## src/sv/wfa_pkg.sv

```systemverilog
// shared types and constants of the worst-fit block allocator
`default_nettype none
package wfa_pkg;

    localparam int INDEX_W = 4;
    localparam int SIZE_W  = 16;
    localparam int COUNT_W = 5;
    localparam int STAT_W  = 2;

    localparam logic [COUNT_W-1:0] COUNT_RESET = 5'd16;

    localparam logic ACTION_LOAD    = 1'b0;
    localparam logic ACTION_REQUEST = 1'b1;

    localparam logic [STAT_W-1:0] STATUS_LOADED    = 2'd0;
    localparam logic [STAT_W-1:0] STATUS_ALLOCATED = 2'd1;
    localparam logic [STAT_W-1:0] STATUS_NOFIT     = 2'd2;

    typedef struct packed {
        logic ge;
        logic gt;
    } wfa_cmp_t;

endpackage
`default_nettype wire

```

## src/sv/wfa_cmd_if.sv

```systemverilog
// command channel: load or allocation request
`default_nettype none
interface wfa_cmd_if
    import wfa_pkg::*;
();
    logic               valid;
    logic               ready;
    logic               action;
    logic [INDEX_W-1:0] block_index;
    logic [SIZE_W-1:0]  block_size;
    logic [SIZE_W-1:0]  request_size;

    modport source (output valid, output action, output block_index,
                    output block_size, output request_size, input ready);
    modport sink (input valid, input action, input block_index,
                  input block_size, input request_size, output ready);
endinterface
`default_nettype wire

```

## src/sv/wfa_rsp_if.sv

```systemverilog
// response channel: status, chosen block and size left
`default_nettype none
interface wfa_rsp_if
    import wfa_pkg::*;
();
    logic               valid;
    logic               ready;
    logic [STAT_W-1:0]  status;
    logic [INDEX_W-1:0] chosen_block;
    logic [SIZE_W-1:0]  size_left;

    modport source (output valid, output status, output chosen_block,
                    output size_left, input ready);
    modport sink (input valid, input status, input chosen_block,
                  input size_left, output ready);
endinterface
`default_nettype wire

```

## src/sv/worst_fit_block_allocator.sv

```systemverilog
// worst-fit block allocator top level with scan sequencer
// A load transfer writes one table entry; its response passes from the pending registers
// into the output register in ST_EMIT, and the next command is taken after that. A request
// walks the first min(block_count, NUM_BLOCKS) entries through the single table read port,
// one entry per cycle, compares each in the shared subtract/compare unit, then in ST_UPDATE
// writes back the reduced size if a block fits and passes the result on through ST_EMIT.
// A response still waiting in the output register holds the next command back while it
// stalls. The command side is ready only between items; the response register holds
// a result while the next command is taken. Table entries are undefined until loaded,
// and there is no clearing pass.
`default_nettype none
module worst_fit_block_allocator
    import wfa_pkg::*;
#(
    parameter int NUM_BLOCKS = 16,
    parameter int SIZE_BITS  = 16
) (
    input  wire logic               clk,
    input  wire logic               rst_n,
    input  wire logic               cfg_we,
    input  wire logic [COUNT_W-1:0] cfg_wdata,
    wfa_cmd_if.sink                 cmd,
    wfa_rsp_if.source               rsp
);
    localparam int IDX_W = (NUM_BLOCKS > 1) ? $clog2(NUM_BLOCKS) : 1;
    localparam int CNT_W = $clog2(NUM_BLOCKS + 1);

    typedef enum logic [1:0] {ST_IDLE, ST_SCAN, ST_UPDATE, ST_EMIT} state_t;

    state_t               state_reg;
    logic [COUNT_W-1:0]   count_reg;
    logic [CNT_W-1:0]     limit_reg;
    logic [CNT_W-1:0]     addr_reg;
    logic                 rd_pend_reg;
    logic [IDX_W-1:0]     cmp_idx_reg;
    logic                 found_reg;
    logic [IDX_W-1:0]     best_idx_reg;
    logic [SIZE_BITS-1:0] best_size_reg;
    logic [SIZE_BITS-1:0] req_reg;
    logic [STAT_W-1:0]    pend_status_reg;
    logic [INDEX_W-1:0]   pend_block_reg;
    logic [SIZE_W-1:0]    pend_left_reg;
    logic                 rsp_valid_reg;
    logic [STAT_W-1:0]    rsp_status_reg;
    logic [INDEX_W-1:0]   rsp_block_reg;
    logic [SIZE_W-1:0]    rsp_left_reg;

    logic                 cmd_xfer;
    logic                 in_range;
    logic [SIZE_BITS-1:0] load_size;
    logic [CNT_W-1:0]     limit_next;
    logic                 issue;
    logic                 take;
    logic                 mem_we;
    logic [IDX_W-1:0]     mem_waddr;
    logic [SIZE_BITS-1:0] mem_wdata;
    logic [SIZE_BITS-1:0] rd_data;
    logic [SIZE_BITS-1:0] unit_a;
    logic [SIZE_BITS-1:0] unit_diff;
    wfa_cmp_t             unit_cmp;

    assign cmd.ready  = (state_reg == ST_IDLE);
    assign cmd_xfer   = cmd.valid && cmd.ready;
    assign in_range   = 32'(cmd.block_index) < NUM_BLOCKS;
    assign load_size  = SIZE_BITS'(cmd.block_size);
    assign limit_next = (32'(count_reg) > NUM_BLOCKS) ? CNT_W'(NUM_BLOCKS)
                                                      : CNT_W'(count_reg);
    assign issue      = (state_reg == ST_SCAN) && (addr_reg < limit_reg);
    assign unit_a     = (state_reg == ST_UPDATE) ? best_size_reg : rd_data;
    assign take       = unit_cmp.ge && (!found_reg || unit_cmp.gt);

    always_comb
    begin
        mem_we    = 1'b0;
        mem_waddr = IDX_W'(cmd.block_index);
        mem_wdata = load_size;
        if (state_reg == ST_UPDATE)
        begin
            mem_we    = found_reg;
            mem_waddr = best_idx_reg;
            mem_wdata = unit_diff;
        end
        else if (cmd_xfer && (cmd.action == ACTION_LOAD) && in_range)
        begin
            mem_we = 1'b1;
        end
    end

    wfa_mem #(
        .DEPTH (NUM_BLOCKS),
        .WIDTH (SIZE_BITS),
        .AW    (IDX_W)
    ) u_mem (
        .clk   (clk),
        .we    (mem_we),
        .waddr (mem_waddr),
        .wdata (mem_wdata),
        .raddr (addr_reg[IDX_W-1:0]),
        .rdata (rd_data)
    );

    wfa_unit #(
        .WIDTH (SIZE_BITS)
    ) u_unit (
        .a    (unit_a),
        .b    (req_reg),
        .best (best_size_reg),
        .cmp  (unit_cmp),
        .diff (unit_diff)
    );

    always_ff @(posedge clk or negedge rst_n)
    begin
        if (!rst_n)
        begin
            state_reg     <= ST_IDLE;
            count_reg     <= COUNT_RESET;
            limit_reg     <= '0;
            addr_reg      <= '0;
            rd_pend_reg   <= 1'b0;
            found_reg     <= 1'b0;
            rsp_valid_reg <= 1'b0;
        end
        else
        begin
            if (cfg_we)
            begin
                count_reg <= cfg_wdata;
            end
            if (rsp_valid_reg && rsp.ready)
            begin
                rsp_valid_reg <= 1'b0;
            end
            case (state_reg)
                ST_IDLE:
                begin
                    if (cmd_xfer)
                    begin
                        if (cmd.action == ACTION_LOAD)
                        begin
                            pend_status_reg <= STATUS_LOADED;
                            pend_block_reg  <= cmd.block_index;
                            pend_left_reg   <= in_range ? SIZE_W'(load_size) : '0;
                            state_reg       <= ST_EMIT;
                        end
                        else
                        begin
                            req_reg     <= SIZE_BITS'(cmd.request_size);
                            limit_reg   <= limit_next;
                            addr_reg    <= '0;
                            rd_pend_reg <= 1'b0;
                            found_reg   <= 1'b0;
                            state_reg   <= ST_SCAN;
                        end
                    end
                end
                ST_SCAN:
                begin
                    rd_pend_reg <= issue;
                    cmp_idx_reg <= addr_reg[IDX_W-1:0];
                    if (issue)
                    begin
                        addr_reg <= addr_reg + CNT_W'(1);
                    end
                    if (rd_pend_reg && take)
                    begin
                        found_reg     <= 1'b1;
                        best_idx_reg  <= cmp_idx_reg;
                        best_size_reg <= rd_data;
                    end
                    if (!issue && !rd_pend_reg)
                    begin
                        state_reg <= ST_UPDATE;
                    end
                end
                ST_UPDATE:
                begin
                    if (found_reg)
                    begin
                        pend_status_reg <= STATUS_ALLOCATED;
                        pend_block_reg  <= INDEX_W'(best_idx_reg);
                        pend_left_reg   <= SIZE_W'(unit_diff);
                    end
                    else
                    begin
                        pend_status_reg <= STATUS_NOFIT;
                        pend_block_reg  <= '0;
                        pend_left_reg   <= '0;
                    end
                    state_reg <= ST_EMIT;
                end
                ST_EMIT:
                begin
                    if (!rsp_valid_reg || rsp.ready)
                    begin
                        rsp_valid_reg  <= 1'b1;
                        rsp_status_reg <= pend_status_reg;
                        rsp_block_reg  <= pend_block_reg;
                        rsp_left_reg   <= pend_left_reg;
                        state_reg      <= ST_IDLE;
                    end
                end
                default:
                begin
                    state_reg <= ST_IDLE;
                end
            endcase
        end
    end

    assign rsp.valid        = rsp_valid_reg;
    assign rsp.status       = rsp_status_reg;
    assign rsp.chosen_block = rsp_block_reg;
    assign rsp.size_left    = rsp_left_reg;
endmodule
`default_nettype wire

```

## src/sv/wfa_mem.sv

```systemverilog
// free size table, one write port and one registered read port
`default_nettype none
module wfa_mem #(
    parameter int DEPTH = 16,
    parameter int WIDTH = 16,
    parameter int AW    = 4
) (
    input  wire logic             clk,
    input  wire logic             we,
    input  wire logic [AW-1:0]    waddr,
    input  wire logic [WIDTH-1:0] wdata,
    input  wire logic [AW-1:0]    raddr,
    output logic      [WIDTH-1:0] rdata
);
    logic [WIDTH-1:0] mem [DEPTH];
    logic [WIDTH-1:0] rdata_reg;

    always_ff @(posedge clk)
    begin
        if (we)
        begin
            mem[waddr] <= wdata;
        end
        rdata_reg <= mem[raddr];
    end

    assign rdata = rdata_reg;
endmodule
`default_nettype wire

```

## src/sv/wfa_unit.sv

```systemverilog
// shared subtract and compare unit
`default_nettype none
module wfa_unit
    import wfa_pkg::*;
#(
    parameter int WIDTH = 16
) (
    input  wire logic [WIDTH-1:0] a,
    input  wire logic [WIDTH-1:0] b,
    input  wire logic [WIDTH-1:0] best,
    output wfa_cmp_t              cmp,
    output logic      [WIDTH-1:0] diff
);
    logic [WIDTH:0] sub;

    assign sub    = {1'b0, a} - {1'b0, b};
    assign diff   = sub[WIDTH-1:0];
    assign cmp.ge = ~sub[WIDTH];
    assign cmp.gt = a > best;
endmodule
`default_nettype wire

```

## src/flat_wrapper.sv

```systemverilog
// flat-port wrapper written by rule: the top's interface ports become plain ports
module worst_fit_block_allocator_flat import wfa_pkg::*;
#(
    parameter int NUM_BLOCKS = 16,
    parameter int SIZE_BITS  = 16
)
  (clk, rst_n, cfg_we, cfg_wdata, cmd_valid, cmd_action, cmd_block_index, cmd_block_size, cmd_request_size, cmd_ready, rsp_valid, rsp_status, rsp_chosen_block, rsp_size_left, rsp_ready);
  wfa_cmd_if cmd_i ();
  wfa_rsp_if rsp_i ();
  input  wire logic clk;
  input  wire logic rst_n;
  input  wire logic cfg_we;
  input  wire logic [COUNT_W-1:0] cfg_wdata;
  input wire logic [$bits(cmd_i.valid)-1:0] cmd_valid;
  input wire logic [$bits(cmd_i.action)-1:0] cmd_action;
  input wire logic [$bits(cmd_i.block_index)-1:0] cmd_block_index;
  input wire logic [$bits(cmd_i.block_size)-1:0] cmd_block_size;
  input wire logic [$bits(cmd_i.request_size)-1:0] cmd_request_size;
  output wire logic [$bits(cmd_i.ready)-1:0] cmd_ready;
  output wire logic [$bits(rsp_i.valid)-1:0] rsp_valid;
  output wire logic [$bits(rsp_i.status)-1:0] rsp_status;
  output wire logic [$bits(rsp_i.chosen_block)-1:0] rsp_chosen_block;
  output wire logic [$bits(rsp_i.size_left)-1:0] rsp_size_left;
  input wire logic [$bits(rsp_i.ready)-1:0] rsp_ready;
  assign cmd_i.valid = cmd_valid;
  assign cmd_i.action = cmd_action;
  assign cmd_i.block_index = cmd_block_index;
  assign cmd_i.block_size = cmd_block_size;
  assign cmd_i.request_size = cmd_request_size;
  assign cmd_ready = cmd_i.ready;
  assign rsp_valid = rsp_i.valid;
  assign rsp_status = rsp_i.status;
  assign rsp_chosen_block = rsp_i.chosen_block;
  assign rsp_size_left = rsp_i.size_left;
  assign rsp_i.ready = rsp_ready;
  worst_fit_block_allocator #(.NUM_BLOCKS(NUM_BLOCKS), .SIZE_BITS(SIZE_BITS)) u_core (.clk(clk), .rst_n(rst_n), .cfg_we(cfg_we), .cfg_wdata(cfg_wdata), .cmd(cmd_i), .rsp(rsp_i));
endmodule
```

## config.mk

```make
export PLATFORM = sky130hd
export DESIGN_NAME = worst_fit_block_allocator_flat
export DESIGN_NICKNAME = d
export VERILOG_FILES = /design/src/sv/wfa_pkg.sv /design/src/sv/wfa_cmd_if.sv /design/src/sv/wfa_rsp_if.sv /design/src/sv/worst_fit_block_allocator.sv /design/src/sv/wfa_mem.sv /design/src/sv/wfa_unit.sv /design/src/flat_wrapper.sv
export SDC_FILE = /design/constraint.sdc
export NUM_CORES = 1
export LEC_CHECK = 0
export ABC_AREA = 1
export BUFFER_PORTS_ARGS = -buffer_cell sky130_fd_sc_hd__buf_2
export CAP_MARGIN = 10
export CORE_MARGIN = 2
export CORE_UTILIZATION = 30
export DETAILED_ROUTE_END_ITERATION = 12
export GPL_ROUTABILITY_DRIVEN = 0
export SLEW_MARGIN = 25
export SYNTH_ARGS = -nofsm -noshare
export SYNTH_HDL_FRONTEND = slang
export SYNTH_SLANG_ARGS = --single-unit
```

## constraint.sdc

```tcl
create_clock -name clk -period 5.42 [get_ports clk]
set_input_delay 1.084 -clock clk [delete_from_list [all_inputs] [get_ports clk]]
set_output_delay 1.084 -clock clk [all_outputs]
set_load 0.01 [all_outputs]
```

After elaboration in Yosys (flattened, before gate mapping)
Memory sizes are Yosys's and may differ from the RTL's. A register that Yosys moved wholly into a read port is not among the register bits.
Index checks and enable logic that the tools add are counted.
Storage, ports and cells
  flip-flop bits (word level): 104
  bits in writable memories: 256
  output and inout port bits: 24
  memories kept: 1
  logic and storage cells: 98
Memory list
  u_core.u_mem.mem: words 16, bits a word 16, rd ports 1, clocked after memory_dff 1, wr ports 1, RTL line wfa_mem.sv:15  | logic [WIDTH-1:0] mem [DEPTH];
Cells by class
  multiplexer cells: 37
  add/subtract/negate cells: 2
  bitwise gates (word level): 2
  equality and inequality tests: 10
  order comparisons: 3
  reduce and logical (&&, ||, !) cells: 26
Operators by type and width (count)
  16-bit 2-to-1 mux: 5
  16-bit one-hot mux with 2 select lines: 1
  5-bit 2-to-1 mux: 4
  16-bit by 16-bit subtractor with 17-bit output: 1
  16-bit > comparator: 1
  4-bit 2-to-1 mux: 4
  4-bit AND reduction: 4
  3-bit AND reduction: 5
  2-bit 2-to-1 mux: 7
  1-bit 2-to-1 mux: 10
  2-bit inequality test, second input constant: 5
  5-bit one-hot mux with 2 select lines: 1
  2-bit one-hot mux with 4 select lines: 1
  4-bit one-hot mux with 2 select lines: 1
  1-bit logical AND: 7
  5-bit by 1-bit adder with 5-bit output, second input constant: 1
  5-bit > comparator, second input constant: 1
  5-bit less-than comparator: 1
  2-bit equality test, second input constant: 2
  1-bit zero test: 4
  2-bit by 1-bit inequality test with 1-bit output, second input constant: 2
  1-bit one-hot mux with 2 select lines: 2
  2-bit one-hot mux with 2 select lines: 1
  2-bit nonzero test: 2
  other kinds (5): 7

Depth between registers and ports, before layout
Gate-level depths: netlist (run 1).
  depth in word-level cells: 8
  gate-level depth with buffers: 24
  gate-level depth less buffers: 21

Cells and area by module
A second synthesis (run 1) with hierarchy kept.
Second synthesis, totals
  cell total of the unflattened synthesis: 1711
  area total of the unflattened synthesis: 17100.2 µm²
By module, submodules not included
  wfa_mem: cells an instance 1074, area each 11388.4 µm², times used 1, seq. area each 8007.7 µm²
  worst_fit_block_allocator: cells an instance 374, area each 4301.6 µm², times used 1, seq. area each 3024.2 µm²
  wfa_unit: cells an instance 263, area each 1410.1 µm², times used 1, seq. area each 0.0 µm²

Least setup slack after synthesis (run 1)
OpenSTA, ideal clock, no wires.
  path kind: reg2reg
  start point: reg u_core.state_reg[0]
  end point: reg u_core.best_idx_reg[0] (enable)
  clock period less this slack: 3.761 ns
  data arrival time: 3.364 ns
  library setup time: 0.397 ns
  setup slack: 1.659 ns
  cell stages (with the launch flop): 17
  data required time: 5.023 ns
  cell sequence: dfrtp_1 -> inv_1 -> ha_1 -> buf_2 -> clkinv_1 -> buf_2 -> clkbuf_1 -> o21ai_0 -> ha_1 -> nand3b_1 -> nand2_1 -> inv_2 -> o21ai_2 -> nand3_1 -> nand2_1 -> nand3_1 -> nor2_1
Between the ends
  cells in the longest elaborated chain, start to end: 7
Ends and longest elaborated chain
  start, declared: RTL line worst_fit_block_allocator.sv:30  | state_t state_reg;
  start signal, assigned: RTL line worst_fit_block_allocator.sv:116  | state_reg <= ST_IDLE;
  start signal, assigned: RTL line worst_fit_block_allocator.sv:144  | state_reg <= ST_EMIT;
  start signal, assigned: RTL line worst_fit_block_allocator.sv:153  | state_reg <= ST_SCAN;
  2-bit equality test: RTL line worst_fit_block_allocator.sv:69  | assign unit_a = (state_reg == ST_UPDATE) ? best_size_reg : rd_data;
  16-bit 2-to-1 mux: RTL line worst_fit_block_allocator.sv:69
  16-bit by 16-bit subtractor with 17-bit output or 16-bit > comparator (tied branches): RTL line wfa_unit.sv:16, wfa_unit.sv:19
  1-bit NOT or 1-bit logical OR (tied branches): RTL line wfa_unit.sv:18, worst_fit_block_allocator.sv:70
  1-bit logical AND: RTL line worst_fit_block_allocator.sv:70  | assign take = unit_cmp.ge && (!found_reg || unit_cmp.gt);
  1-bit logical AND: RTL line worst_fit_block_allocator.sv:165  | if (rd_pend_reg && take)
  3-bit AND reduction (no line) (*)
  end signal, assigned: RTL line worst_fit_block_allocator.sv:168  | best_idx_reg <= cmp_idx_reg;
  end, declared: RTL line worst_fit_block_allocator.sv:37  | logic [IDX_W-1:0] best_idx_reg;
Every way passes the cells marked *; elsewhere a longest branch is shown, timed or not.
A chain may end at the register's enable or synchronous reset.

Final worst setup path (run 1)
  start point: reg u_core.state_reg[0]
  end point: mem u_core.u_mem.mem[6][15] (data pin)
Between the ends
  cells in the longest elaborated chain, start to end: 4
Ends and longest elaborated chain
  2-bit equality test (*): RTL line worst_fit_block_allocator.sv:69, worst_fit_block_allocator.sv:77
  16-bit 2-to-1 mux: RTL line worst_fit_block_allocator.sv:69
  16-bit by 16-bit subtractor with 17-bit output: RTL line wfa_unit.sv:16  | assign sub = {1'b0, a} - {1'b0, b};
  16-bit 2-to-1 mux (*): RTL line worst_fit_block_allocator.sv:77  | if (state_reg == ST_UPDATE)
  via u_core.mem_wdata[15]: RTL line worst_fit_block_allocator.sv:56  | logic [SIZE_BITS-1:0] mem_wdata;
  end, declared: RTL line wfa_mem.sv:15
Mark *: on every way through the listed nets, which the timed path passes. The rest lies on a longest branch.

==> run summary, run 1 <==
## Min path
- reg -> reg — Hold/Removal Path Class

## Synth
- 12.4 um2 — Synth Area per Inst
- sky130_fd_sc_hd__edfxtp_1 — most frequently used flop master after synthesis
- 340 — count of flip-flops with a built-in enable after synthesis
- 0.697 — sequential-to-total area share from yosys stat
- sky130_fd_sc_hd__edfxtp_1, sky130_fd_sc_hd__nor2_1, sky130_fd_sc_hd__nand2_1 — main area contributors after synthesis
- 0.0158 mm2 — cell area after technology mapping
- 0 — total number of yosys warnings
- 45 — unique cell type count in the Yosys netlist
- 0.0532 — share of synthesized flip-flops with an asynchronous set or reset
- sky130_fd_sc_hd__edfxtp_1 — post-synth top area cell
- 0.645 — fraction of post-synthesis cell area in the top cell type by area
- 376 — number of storage elements in the synthesis netlist
- 1,362 — Net Count, Synth
- 1,273 — gate count of the mapped netlist

## Drt
- 5 — DRT Pass-1 Iters
- 10,200 — routed vias
- 38,000 um — final WL
- 0 — Routed Antenna Nets
- 862 — DRC marker count from the first detailed-route iteration
- 4.92 — via density per instance
- 0 — drc violations
- 18.3 um — average wire per cell in the routed design

## Power and ir drop
- 270 uV — VDD IR max
- 564 mW/mm2 — Power Density
- 6.66 nW — Leak

## STA
- 1.23 ns — Worst Setup Slack, final
- false — RSZ-0062 raised after global routing
- 0.238 GHz — highest clock frequency the design can meet
- 0.951 ns — slew at the pin closest to its max-slew limit
- 4.19 ns — Tmin final
- 0 ns — total negative setup slack
- 0 — Pins Over Slew Limit
- 0 — Final setup violation count
- 0.774 — Final period util
- 0.0248 ns — worst clock skew on the final layout
- 0 — final hold vios
- 0.362 — worst slew margin relative to its limit

## Global routing
- 57,700 um — first-pass GRT wire length
- 114 — largest net degree at the start of global routing
- 9,860 — vias in the first global route
- 0 — global route overflow
- 0.138 — total global-route track usage
- 0 — antenna violations before repair

## Clocking
- 0.55 ns — Clock Latency Late Sink
- 2 — H-Tree Depth
- 0 — Post-CTS Setup Inserts
- 3 — CTS Buffer Depth
- sky130_fd_sc_hd__clkbuf_16 — clock tree root driver cell
- 38 — number of buffers added by the clock tree synthesis step
- 0 — number of buffers added to fix hold violations after cts
- 0.06 ns — clock slew at reported path FFs
- 0 — number of cells upsized or downsized after cts
- 376 — clock sink count
- yes — CTS tree

## Cells and area
- 15.5% — area overhead of the layout relative to synthesis
- 0.139 — share of layout cells above drive strength 1
- sky130_fd_sc_hd__edfxtp_1 — most common cell after layout, fill and taps aside
- 1,445 — nets@finish
- 256 — flip-flop count of the largest register after layout
- u_core.u_mem.mem — register with the most flip-flops
- sky130_fd_sc_hd__edfxtp_1, sky130_fd_sc_hd__nor2_1, sky130_fd_sc_hd__nand2_1, sky130_fd_sc_hd__o21ai_0, sky130_fd_sc_hd__inv_1 — leading cell types in the layout, fill and taps excluded
- 2,074 — final std cells w/o fill
- 0 — antenna cells

## Floorplan
- 234 um — width of the die
- 234 um — height of the die
- 0.0523 mm2 — CORE AREA
- 84 — number of cell rows
- 0.302 — initial standard-cell utilization of the core
- 0.0546 mm2 — area of the die
- 71 — number of placed I/O pins

## Critical path
- sky130_fd_sc_hd__clkinv_1 — slowest cell on the critical path
- inv_1 > ha_1 > buf_4 > clkinv_1 > o21ai_0 > ha_1 > a21o_1 > nor2_1 > nor2_1 > nor3_1 > nand2_1 > nand2_1 > nand2_1 > nand2_1 > nand2_1 — cell-by-cell trace of the critical path
- flip-flop — kind of capture point of the worst setup path
- 0.62 ns — maximum single-stage delay on the critical path
- reg -> reg — CP Class
- 1.23 ns — Worst R2R Setup Slack
- flip-flop — startpoint types
- simple AND/OR/NAND/NOR gates — CP delay by family, top
- 5.56 ns — worst endpoint required time
- 4.33 ns — Data arrival, critical path
- 30 — Max FO, Critical Path
- 3 — Buf/Inv on CP
- sky130_fd_sc_hd__nand2_1 — most prevalent standard cell on the critical path

## Run
- 0 — max_cap viols

## Place
- 1.22 ns — pre-CTS worst setup slack
- 70 — count of input and output buffers
- 23,100 um — detailed-placement wirelength estimate
- 2,004 — placed cell count

## Outcome
- finished, final reports clean — run status

Yosys cell counts (2+ instances only):
master / instances
sky130_fd_sc_hd__a21o_1: 3
sky130_fd_sc_hd__a21oi_1: 32
sky130_fd_sc_hd__a21oi_2: 2
sky130_fd_sc_hd__buf_1: 2
sky130_fd_sc_hd__buf_2: 21
sky130_fd_sc_hd__buf_4: 6
sky130_fd_sc_hd__buf_6: 5
sky130_fd_sc_hd__clkbuf_1: 23
sky130_fd_sc_hd__clkinv_1: 3
sky130_fd_sc_hd__dfrtp_1: 19
sky130_fd_sc_hd__dfxtp_1: 16
sky130_fd_sc_hd__edfxtp_1: 340
sky130_fd_sc_hd__ha_1: 41
sky130_fd_sc_hd__inv_1: 85
sky130_fd_sc_hd__inv_2: 4
sky130_fd_sc_hd__mux2i_1: 28
sky130_fd_sc_hd__nand2_1: 178
sky130_fd_sc_hd__nand2_2: 2
sky130_fd_sc_hd__nand3_1: 51
sky130_fd_sc_hd__nand3b_1: 2
sky130_fd_sc_hd__nand4_1: 5
sky130_fd_sc_hd__nor2_1: 190
sky130_fd_sc_hd__nor2_2: 4
sky130_fd_sc_hd__nor3_1: 7
sky130_fd_sc_hd__o211ai_1: 5
sky130_fd_sc_hd__o21a_1: 2
sky130_fd_sc_hd__o21ai_0: 97
sky130_fd_sc_hd__o21ai_2: 6
sky130_fd_sc_hd__o21bai_1: 2
sky130_fd_sc_hd__o221ai_1: 27
sky130_fd_sc_hd__o22ai_1: 4
sky130_fd_sc_hd__o31ai_1: 4
sky130_fd_sc_hd__o32ai_1: 37
sky130_fd_sc_hd__or2_2: 2
sky130_fd_sc_hd__xor2_1: 8
worst reg2reg max path: cells and delay by family, from the launching register on:
kind / cells / cell delay (ns)
flops: 1 / 0.41
simple gates: 8 / 1.10
compound gates: 2 / 0.72
buf+inv: 3 / 1.03
fa+ha+maj: 2 / 0.52
where the power goes:
group,total (mW),switching [mW],internal [mW]
Sequential,4.23,0.207,4.02
Clock,2.66,1.10,1.55
Combinational,3.41,2.40,1.01
Total,10.3,3.71,6.59
through the flow:
step | instance area, um2 | power (mW) | hold WS (ns) | utilization
4_1_cts | 18300 | 10.4 | 0.419 | 0.349
3_5_place_dp | 17000 | 7.69 | 0.405 | 0.325
5_1_grt | 18300 | 10.9 | 0.422 | 0.349
2_1_floorplan | 15800 | 6.66 | 0.400 | -
6_report | 18300 | 10.3 | 0.419 | 0.349
3_3_place_gp | 17000 | 7.60 | 0.401 | 0.324
area by class of cell:
class                           instances  area [um2]
Multi-Input combinational cell        748        4180
Tap cell                              688         861
Inverter                               92         345
Timing Repair Buffer                  100         579
Fill cell                            5079       34100
Clock buffer                           50        1040
Clock inverter                         20         230
Sequential cell                       376       11000
kinds of logic (layout without fill, tap and decap cells):
family,Yosys count,count (layout),share of synthesized area
adder cells (fa/ha/maj),42,42,0.0337
multiplexers,29,29,0.0184
flip-flops,376,376,0.697
XOR/XNOR,9,9,0.00498
AND/OR/NAND/NOR,442,442,0.112
buffers and inverters,149,262,0.0408
AO/OA/AOI/OAI,226,226,0.0925
worst paths after layout:
check,startpoint,endpoint,cells after the start
max,u_core.state_reg[0],u_core.u_mem.mem[6][15],15
min,u_core.pend_left_reg[7],u_core.rsp.size_left[7],0
max reg2reg,u_core.state_reg[0],u_core.u_mem.mem[6][15],15
min reg2reg,u_core.pend_left_reg[7],u_core.rsp.size_left[7],0
max in group asynchronous,rst_n,u_core.addr_reg[1],1
min in group asynchronous,rst_n,u_core.count_reg[3],1
per-layer routing:
layer	GRT usage	vias up	share of wire
met4	0.0494	0	0.028
met2	0.228	327	0.47
met5	0	-	0
li1	-	4746	-
met1	0.187	5054	0.45
met3	0.0178	68	0.061
No activity file was read; power rests on OpenSTA's default activity.
==> inputs of run 2 (changes only) <==
==> constraint.sdc (replaced) <==
create_clock -name clk -period 3.5 [get_ports clk]
set_input_delay 0.7 -clock clk [delete_from_list [all_inputs] [get_ports clk]]
set_output_delay 0.7 -clock clk [all_outputs]
set_load 0.01 [all_outputs]
==> run 2 against run 1 <==
  * Clock power grew 49%
  * Worst setup slack lost 1.0 ns
  * Register-to-register slack lost 1.0 ns
  * Die area unchanged
  * Power up 55%
  * Combinational power up 62%
  * Cell count is 0.68% higher
  * Largest power group unchanged
==> run summary, run 2 (synthesized netlist as in run 1, its figures left out) <==
## Run
- 0 — max_cap viols

## Drt
- 37,800 um — final WL
- 0 — drc violations
- 0 — Routed Antenna Nets
- 962 — DRC marker count from the first detailed-route iteration
- 18.1 um — average wire per cell in the routed design
- 10,100 — routed vias
- 5 — DRT Pass-1 Iters
- 4.86 — via density per instance

## Critical path
- 3.40 ns — Data arrival, critical path
- 15 — depth of the most critical reg-to-reg path
- 0.23 ns — Worst R2R Setup Slack
- u_core.state_reg[0] — origin of the critical flop-to-flop path
- flip-flop — kind of capture point of the worst setup path
- 3.62 ns — worst endpoint required time
- u_core.state_reg[0] — Critical path origin
- u_core.u_mem.mem[0][7] — timing endpoint of the critical path
- reg -> reg — CP Class
- 30 — Max FO, Critical Path
- u_core.u_mem.mem[0][7] — FF-to-FF End
- flip-flop — startpoint types

## Power and ir drop
- 0.358 — Sw Ratio
- 0.345 — share of power burned in combinational logic
- 0.248 — relative contribution of the clock network to total power
- 501 uV — VDD IR max
- 5.72 mW — sw power
- 869 mW/mm2 — Power Density
- 6.72 nW — Leak
- 0.407 — sequential share of power
- 10.3 mW — Internal Dissipation

## STA
- false — RSZ-0062 raised after global routing
- 0.0331 ns — worst clock skew on the final layout
- 0.925 ns — slew at the pin closest to its max-slew limit
- 0.306 GHz — highest clock frequency the design can meet
- 0.379 — worst slew margin relative to its limit
- 3.27 ns — Tmin final
- 0.227 ns — Worst Setup Slack, final
- 0 — Final setup violation count
- 0 — final hold vios
- 0 ns — total negative setup slack
- 0 — Pins Over Slew Limit
- 0.935 — Final period util

## Cells and area
- sky130_fd_sc_hd__edfxtp_1 — most common cell after layout, fill and taps aside
- 0.0184 mm2 — area of all placed cells without fillers
- u_core.u_mem.mem — register with the most flip-flops
- sky130_fd_sc_hd__edfxtp_1, sky130_fd_sc_hd__nor2_1, sky130_fd_sc_hd__nand2_1, sky130_fd_sc_hd__o21ai_0, sky130_fd_sc_hd__inv_1 — leading cell types in the layout, fill and taps excluded
- 0.146 — share of layout cells above drive strength 1
- 2,088 — final std cells w/o fill
- 256 — flip-flop count of the largest register after layout
- 0.351 — final standard cell utilization of the core
- 16.3% — area overhead of the layout relative to synthesis
- 1,459 — nets@finish
- 0 — antenna cells

## Floorplan
- 234 um — height of the die
- 0.0546 mm2 — area of the die
- 0.302 — initial standard-cell utilization of the core
- 0.0523 mm2 — CORE AREA
- 234 um — width of the die
- 84 — number of cell rows
- 71 — number of placed I/O pins

## Global routing
- 0 — global route overflow
- 0.139 — total global-route track usage
- 133 — largest net degree at the start of global routing
- 57,000 um — first-pass GRT wire length
- 9,719 — vias in the first global route
- 2 — antenna violations before repair

## Clocking
- 3 — CTS Buffer Depth
- yes — CTS tree
- 0.56 ns — Clock Latency Late Sink
- 0.06 ns — clock slew at reported path FFs
- 2 — H-Tree Depth
- 39 — number of buffers added by the clock tree synthesis step
- sky130_fd_sc_hd__clkbuf_16 — clock tree root driver cell
- 376 — clock sink count

## Outcome
- finished, final reports clean — run status

## Place
- 23,000 um — detailed-placement wirelength estimate
- 0.0172 mm2 — total cell area at the placement stage
- 2,016 — placed cell count
- 70 — count of input and output buffers
- 0.0912 ns — pre-CTS worst setup slack

## Min path
- in -> reg — Hold/Removal Path Class

## run 2: cell types whose count changed in the layout (fill, tap and decap cells not counted), sizes merged
cell / previous run / this run
dlygate4sd3: 0 / 1
bufinv: 4 / 3
inv: 92 / 90
buf: 100 / 112
clkinvlp: 3 / 0
clkinv: 13 / 20
## run 2: layout make-up
type	count	area [um2]
fill	5077	33900
timing repair buffer	113	738
multi-input combinational	748	4190
tap	688	861
clock buffer	50	1040
inverter	92	345
sequential	376	11000
clock inverter	21	181
## run 2: power by group through the flow
stage | registers [mW] | clock network, mW | logic [mW]
detailed placement | 6.60 | 0 | 5.45
floorplan | 6.45 | 0 | 3.86
global route | 6.54 | 4.24 | 6.16
global placement | 6.59 | 0 | 5.33
finish | 6.50 | 3.97 | 5.51
CTS | 6.51 | 4.07 | 5.48
## run 2: how the worst min path moves through the flow
stage | start | end | slack [ns] | cells after the start
floorplan | rst_n | u_core.addr_reg[0] | 0.40 | 0
global route | cmd_request_size[14] | u_core.req_reg[14] | 0.29 | 1
finish | cmd_request_size[14] | u_core.req_reg[14] | 0.31 | 1
CTS | cmd_request_size[14] | u_core.req_reg[14] | 0.28 | 1
detailed placement | u_core.cmp_idx_reg[2] | u_core.best_idx_reg[2] | 0.41 | 0
global placement | u_core.pend_status_reg[0] | u_core.rsp.status[0] | 0.40 | 0
## run 2: timing repair
action,4_1_cts,5_1_grt
buffers inserted,0,0
endpoints found under the hold margin,4,0
hold buffers,1,0
setup endpoints to repair,0,117
resized for setup,0,6
## run 2: layer usage
metal	vias to the layer above	wire, um	track usage
met2	312	17900	0.232
li1	4775	-	-
met5	-	0	0
met4	0	954	0.0475
met1	5000	17000	0.185
met3	62	1990	0.0179
## run 2: critical path, stage by stage (launching register included)
cell and delay, ns:
sky130_fd_sc_hd__dfrtp_1 0.37, sky130_fd_sc_hd__inv_1 0.09, sky130_fd_sc_hd__ha_2 0.25, sky130_fd_sc_hd__clkinv_1 0.12, sky130_fd_sc_hd__buf_12 0.17, sky130_fd_sc_hd__o21ai_0 0.25, sky130_fd_sc_hd__ha_1 0.34, sky130_fd_sc_hd__a21oi_2 0.20
sky130_fd_sc_hd__nand2_2 0.09, sky130_fd_sc_hd__inv_2 0.06, sky130_fd_sc_hd__nor2_2 0.03, sky130_fd_sc_hd__nor2_2 0.12, sky130_fd_sc_hd__o21ai_2 0.10, sky130_fd_sc_hd__xor2_1 0.15, sky130_fd_sc_hd__nand2_1 0.11, sky130_fd_sc_hd__nand2_1 0.39
## run 2: per-stage QoR
stage | hold slack [ns] | power [mW]
after global routing | 0.290 | 16.9
after global placement | 0.403 | 11.9
final | 0.314 | 16.0
after detailed placement | 0.405 | 12.0
after CTS | 0.284 | 16.0
after floorplan | 0.400 | 10.3
